--- config.mk ---
export PLATFORM = sky130hd
export DESIGN_NAME = mbm_ctrl
export DESIGN_NICKNAME = d
export VERILOG_FILES = /design/src/rtl/mbm_pkg.sv /design/src/rtl/mbm_ctrl.sv
export SDC_FILE = /design/constraint.sdc
export NUM_CORES = 1
export LEC_CHECK = 0
export ABC_AREA = 1
export BUFFER_PORTS_ARGS = -buffer_cell sky130_fd_sc_hd__buf_4
export CORE_AREA = 3 3 59 50
export CTS_BUF_LIST = sky130_fd_sc_hd__clkbuf_2 sky130_fd_sc_hd__clkbuf_4 sky130_fd_sc_hd__clkbuf_8
export DETAILED_ROUTE_END_ITERATION = 10
export DIE_AREA = 0 0 62 53
export GPL_TIMING_DRIVEN = 0
export PLACE_DENSITY = 0.54
export SLEW_MARGIN = 30
export SYNTH_ARGS = -nofsm -noshare
export SYNTH_HDL_FRONTEND = slang
export SYNTH_SLANG_ARGS = --single-unit
--- constraint.sdc ---
create_clock -name clk -period 1.25 [get_ports clk]
set_input_delay 0.25 -clock clk [delete_from_list [all_inputs] [get_ports clk]]
set_output_delay 0.25 -clock clk [all_outputs]
set_load 0.005 [all_outputs]
--- src/rtl/mbm_pkg.sv ---
// Shared types and constants for the master bus mix, gain and meter block.
// Used by mbm_ctrl, mbm_dp and master_bus_mix_gain_meter_unit.
`default_nettype none

package mbm_pkg;

  localparam int SAMPLE_W   = 24;
  localparam int SUM_W      = 27;
  localparam int GAIN_W     = 16;
  localparam int LEN_W      = 13;
  localparam int LEVEL_W    = 23;
  localparam int SQSUM_W    = 60;
  localparam int MAX_BLOCK  = 4096;
  localparam int DIV_STEPS  = SQSUM_W;
  localparam int SQRT_STEPS = SQSUM_W / 2;
  localparam int STEP_W     = 6;

  localparam int IN_DATA_W  = 2 * SAMPLE_W;
  localparam int OUT_DATA_W = 96;
  localparam int OUT_USER_W = 2;

  localparam int CFG_ADDR_W = 1;
  localparam int CFG_DATA_W = GAIN_W;

  localparam logic [CFG_ADDR_W-1:0] REG_MASTER_GAIN  = 1'b0;
  localparam logic [CFG_ADDR_W-1:0] REG_BLOCK_LENGTH = 1'b1;

  localparam logic [GAIN_W-1:0] GAIN_RESET = 16'd4096;
  localparam logic [LEN_W-1:0]  LEN_RESET  = 13'd512;

  typedef enum logic [3:0] {
    OP_NONE,
    OP_ACC,
    OP_MUL_L,
    OP_MUL_R,
    OP_RND_R,
    OP_SQ_R,
    OP_ACC_SQ,
    OP_DIV,
    OP_SQRT,
    OP_EMIT
  } op_t;

  typedef struct packed {
    op_t op;
  } cmd_t;

  typedef struct packed {
    logic done;
    logic out_free;
  } status_t;

endpackage

`default_nettype wire

--- src/rtl/mbm_ctrl.sv ---
// Sequencer for the mix bus: accepts tracks, steps the datapath through gain,
// metering, block-end divide and square root, then hands off the result.
// Depends on mbm_pkg.
`default_nettype none

module mbm_ctrl (
  input  logic            clk,
  input  logic            rst,
  input  logic            in_valid,
  input  logic            in_last,
  output logic            in_ready,
  input  mbm_pkg::status_t status,
  output mbm_pkg::cmd_t   cmd
);

  typedef enum logic [3:0] {
    S_IDLE,
    S_MUL_L,
    S_MUL_R,
    S_RND_R,
    S_SQ_R,
    S_ACC_SQ,
    S_DIV,
    S_SQRT,
    S_EMIT
  } state_t;

  state_t                      state;
  logic [mbm_pkg::STEP_W-1:0]  cnt;

  always_comb begin
    in_ready = (state == S_IDLE);
    cmd.op   = mbm_pkg::OP_NONE;
    unique case (state)
      S_IDLE:   if (in_valid) cmd.op = mbm_pkg::OP_ACC;
      S_MUL_L:  cmd.op = mbm_pkg::OP_MUL_L;
      S_MUL_R:  cmd.op = mbm_pkg::OP_MUL_R;
      S_RND_R:  cmd.op = mbm_pkg::OP_RND_R;
      S_SQ_R:   cmd.op = mbm_pkg::OP_SQ_R;
      S_ACC_SQ: cmd.op = mbm_pkg::OP_ACC_SQ;
      S_DIV:    cmd.op = mbm_pkg::OP_DIV;
      S_SQRT:   cmd.op = mbm_pkg::OP_SQRT;
      S_EMIT:   if (status.out_free) cmd.op = mbm_pkg::OP_EMIT;
      default:  cmd.op = mbm_pkg::OP_NONE;
    endcase
  end

  always_ff @(posedge clk) begin
    if (rst) begin
      state <= S_IDLE;
      cnt   <= '0;
    end else begin
      unique case (state)
        S_IDLE:   if (in_valid && in_last) state <= S_MUL_L;
        S_MUL_L:  state <= S_MUL_R;
        S_MUL_R:  state <= S_RND_R;
        S_RND_R:  state <= S_SQ_R;
        S_SQ_R:   state <= S_ACC_SQ;
        S_ACC_SQ: begin
          cnt   <= '0;
          state <= status.done ? S_DIV : S_EMIT;
        end
        S_DIV: begin
          if (cnt == mbm_pkg::STEP_W'(mbm_pkg::DIV_STEPS - 1)) begin
            cnt   <= '0;
            state <= S_SQRT;
          end else begin
            cnt <= cnt + 1'b1;
          end
        end
        S_SQRT: begin
          if (cnt == mbm_pkg::STEP_W'(mbm_pkg::SQRT_STEPS - 1)) begin
            cnt   <= '0;
            state <= S_EMIT;
          end else begin
            cnt <= cnt + 1'b1;
          end
        end
        S_EMIT:   if (status.out_free) state <= S_IDLE;
        default:  state <= S_IDLE;
      endcase
    end
  end

endmodule

`default_nettype wire

Word level (Yosys, flattened, before mapping)
Index checks and enable logic that the tools add are counted.
Widths: inputs -> output; s select.
{"block": "op_classes", "n_shift": 0, "n_bitwise": 0, "n_div": 0, "add_sub_neg": 1, "mux": 12, "n_eq_ne": 14, "n_reduce_logical": 4, "magnitude_cmp": 0, "mul": 0}
{"cell": "$pmux 4 s9", "count": 2}
{"cell": "$mux 4", "count": 6}
{"cell": "$pmux 6 s3", "count": 1}
{"cell": "$eq 4x3->1 const B", "count": 4}
{"cell": "$mux 6", "count": 2}
{"cell": "$eq 4x2->1 const B", "count": 2}
{"cell": "$add 6x1->6 const B", "count": 1}
{"cell": "$eq 6x5->1 const B", "count": 1}
{"cell": "$eq 6x6->1 const B", "count": 1}
{"cell": "$ne 2x2->1 const B", "count": 3}
{"cell": "$eq 4x1->1 const B", "count": 1}
{"cell": "$eq 4x4->1 const B", "count": 1}
{"cell": "$logic_not 4->1", "count": 1}
{"cell": "$reduce_and 4->1", "count": 1}
{"cell": "$reduce_bool 3->1", "count": 1}
{"cell": "$ne 2x1->1 const B", "count": 1}
{"cell": "$logic_and 1x1->1", "count": 1}
{"cell": "$mux 1", "count": 1}
{"block": "totals", "mem_bits_rw": 0, "elab_cells": 33, "regBits": 10, "inputBits": 6, "out_inout_bits": 5, "latch_bits": 0, "rom_bits": 0, "mem_count": 0}

Depth between registers and ports, before layout
{"block": "logic_depth", "depth_word": 3, "depth_mapped": 11}

Worst setup path after synthesis
Ideal clock, no wire load.
{"block": "synth_path", "path_type": "register -> register", "startpoint": "reg cnt[0] (netlist bit)", "endpoint": "reg cnt[1] (netlist bit)", "path_slack_ns": 0.033, "path_stages_with_launch": 9, "setup_ns": 0.109, "path_buffers": 0, "arrival_ns": 1.108, "cell_sequence": "dfxtp_1 -> ha_1 -> nand3_1 -> o21ai_2 -> nand2_4 -> nand2_1 -> o21ai_1 -> nand2_1 -> inv_1"}
{"block": "synth_between", "elab_chain_len": 3, "elab_cells_between_ends": 6}
{"item": "start: declaration", "line": "mbm_ctrl.sv:29", "source": "logic [mbm_pkg::STEP_W-1:0] cnt;"}
{"item": "start signal: assignment", "line": "mbm_ctrl.sv:68", "source": "cnt <= cnt + 1'b1;"}
{"item": "start signal: assignment", "line": "mbm_ctrl.sv:76", "source": "cnt <= cnt + 1'b1;"}
{"item": "$add 6x1->6 (tied with other cells)", "line": "mbm_ctrl.sv:68, mbm_ctrl.sv:76"}
{"item": "$mux 6, on equally long branches", "line": "mbm_ctrl.sv:72, mbm_ctrl.sv:64"}
{"item": "$pmux 6 s3 (*)", "line": "mbm_ctrl.sv:53", "source": "unique case (state)"}
Mark *: on every way between the ends. The rest lies on a longest branch, timed or not.
A chain may end at the register's enable or synchronous reset.

==> run metrics <==
Max Cap Viol=0; Synth async-reset ratio=0%; Placement Rows=16; first-pass GRT wire length=around 2800 um; Worst slew margin=a little under 90%; Post-Route Skew=roughly 3.4 ps; Hold/Removal Path Class=in2reg; Cell Pwr Density=1750 nW/um^2; initial core utilization=29.3%; Die Height=approximately 53 um; clock-pin transition on the worst setup and hold timing paths=60 ps; CP arrival=about 1300 ps; GRT Util Overall=a little under an eighth; critical path peak fanout=4; vias in the first global route=approximately 660; largest net degree at the start of global routing=8; GP Congestion=between 0.7 and 0.8; Vias=approximately 760; Least-Margin Pin Slew=191 ps; Area Growth Syn to Fin=55.7%; post-route core utilization=~46%; drt via density=roughly 4.4; die area=3290 um^2; Setup crit start kind=flop; PortBufs=10; top cell type's share of synthesized area=~28%; Crit Path Category=reg2out; setup_tns=-1090 ps; Net Count, Synth=around 120; routed wire length=roughly 1800 um; CTS tree=yes; area leader, netlist=dfxtp_1; clk_lat worst skew=~270 ps; Hold Fails Final Rpt=0; fill cell count=~250; Worst EP required=1000 ps; run status=finished, violations left; failing checks=negative setup slack; Overflow after GRT=0; most common cell after layout, fill and taps aside=nand2_1; Pleak=0.507 nW; RSZ-0062 raised after global routing=yes; yosys warns=0; Setup crit end kind=output port; Most used DFF post-synth=dfxtp_1; post-DR wirelength/cell=just over 10 um; peak supply drop=0.000755 V; CTS H-tree depth=1; placed instance count=approximately 160; sequential element share of the synthesized area=between 20% and 30%; # clock sinks=10; Post-Synthesis Cells=approximately 110; fmax=~670 MHz; Core Area=between 2000 and 2500 um^2; Final period util=120%; final HPWL from detailed placement=~1200 um; root buffer cell=clkbuf_4; Post-DRT Antenna Nets=0; NumNets Final=~150; ant diodes=0; total CTS buffers=3; Yosys cell types=24; Pins Over Slew Limit=0; Finished Layout Cells=between 150 and 200; DRT iter0 DRCs=48; CTS max path bufs=2; Synth Area per Inst=6.39 um^2; post-synthesis cell area=709 um^2; min cycle time layout=~1500 ps; DR DRC count=0; worst setup margin=-249 ps; Post-synth EDFFs=0; largest cells by area after synthesis=dfxtp_1 (28%), nand2_1 (14%), inv_1 (8.5%); layout cells sized above 1=roughly 52%; I/O Pins=11; antenna violations before repair=0; cell area after layout=between 1000 and 1500 um^2; Synth Register Bits=10; die width=62 um; Post-CTS Hold Buffers=0; Final setup viols=11; highest-count cells in the layout ignoring fill and taps=nand2_1 (23), buf_4 (21), inv_1 (12), nor2_1 (9), nand2_2 (7); placed cell area=between 800 and 900 um^2; total power=0.00194 W; 1st-pass router iterations=4
-- registers in the layout (all words and copies together) (netlist names) --
| signal | flops |
|---|---|
| state | 4 |
| cnt | 6 |
-- cells in the mapped netlist (2+ instances only) --
cell type	number
inv_2	4
o21ai_1	2
ha_1	2
xnor2_1	2
dfxtp_1	10
xor2_1	2
nand2_1	27
nand2_2	4
nor2_2	3
nand3_1	5
o21ai_0	3
nor2_1	12
a21oi_1	8
nand4_1	2
inv_1	16
-- critical path: stages (launching register included) --
cell and delay [ps]:
dfxtp_4 370, inv_4 40, nand2_4 70, inv_2 50
nand2_2 60, o21ai_2 60, or2_1 200, buf_4 130
-- through the flow --
stage	setup WS, ps	hold slack (ps)
floorplan	33.3	319
global placement	-140	464
detailed placement	-144	463
CTS	-254	176
global route	-316	197
finish	-249	185
-- routing by layer --
metal	track usage, %	vias up	share of wire (%)
met5	0	-	0
met4	4.24	0	1.4
met3	2.20	5	3.7
met2	16.2	16	48
met1	16.6	346	47
li1	-	397	-
-- kinds of logic after synthesis --
group	after synthesis	synth area share (%)
xor gates and xnor gates	4	4.94
buffers and inverters	22	13.2
and+or+nand+nor	57	37.6
AOI/OAI and AO/OA	16	12.5
DFF	10	28.2
adders and majority gates	2	3.53
-- power by group --
| group | switching [W] | internal (W) | total, W | leakage [nW] |
|---|---|---|---|---|
| logic | 0.000611 | 0.000598 | 0.00121 | 0.401 |
| registers | 0.0000577 | 0.000384 | 0.000442 | 0.0849 |
| clock network | 0.000109 | 0.000177 | 0.000286 | 0.0210 |
| total | 0.000778 | 0.00116 | 0.00194 | 0.507 |
-- final cells by class --
type	count	area, um^2	area share, %
buffer	2	22.5	2.04
clock buffer	4	36.3	3.28
inverter	20	80.1	7.25
multi-input combinational	79	512	46.3
sequential	10	218	19.7
tap	36	45.0	4.08
timing repair buffer	24	191	17.3
-- timing repair --
item | 4_1_cts | 5_1_grt
endpoints found under the setup margin | 15 | 15
pin swaps | 10 | 6
hold endpoints to repair | 0 | 0
resized for setup | 20 | 24
buffers inserted | 7 | 8
-- worst paths after layout --
check | from | to | slack, ps | depth (start not counted)
min reg2reg | cnt[4] | cnt[4] | 500 | 2
min | rst | cnt[5] | 190 | 2
max | state[3] | cmd[2] | -250 | 7
max reg2reg | cnt[1] | cnt[0] | -50 | 7
Power figures use the tool's default switching activity.
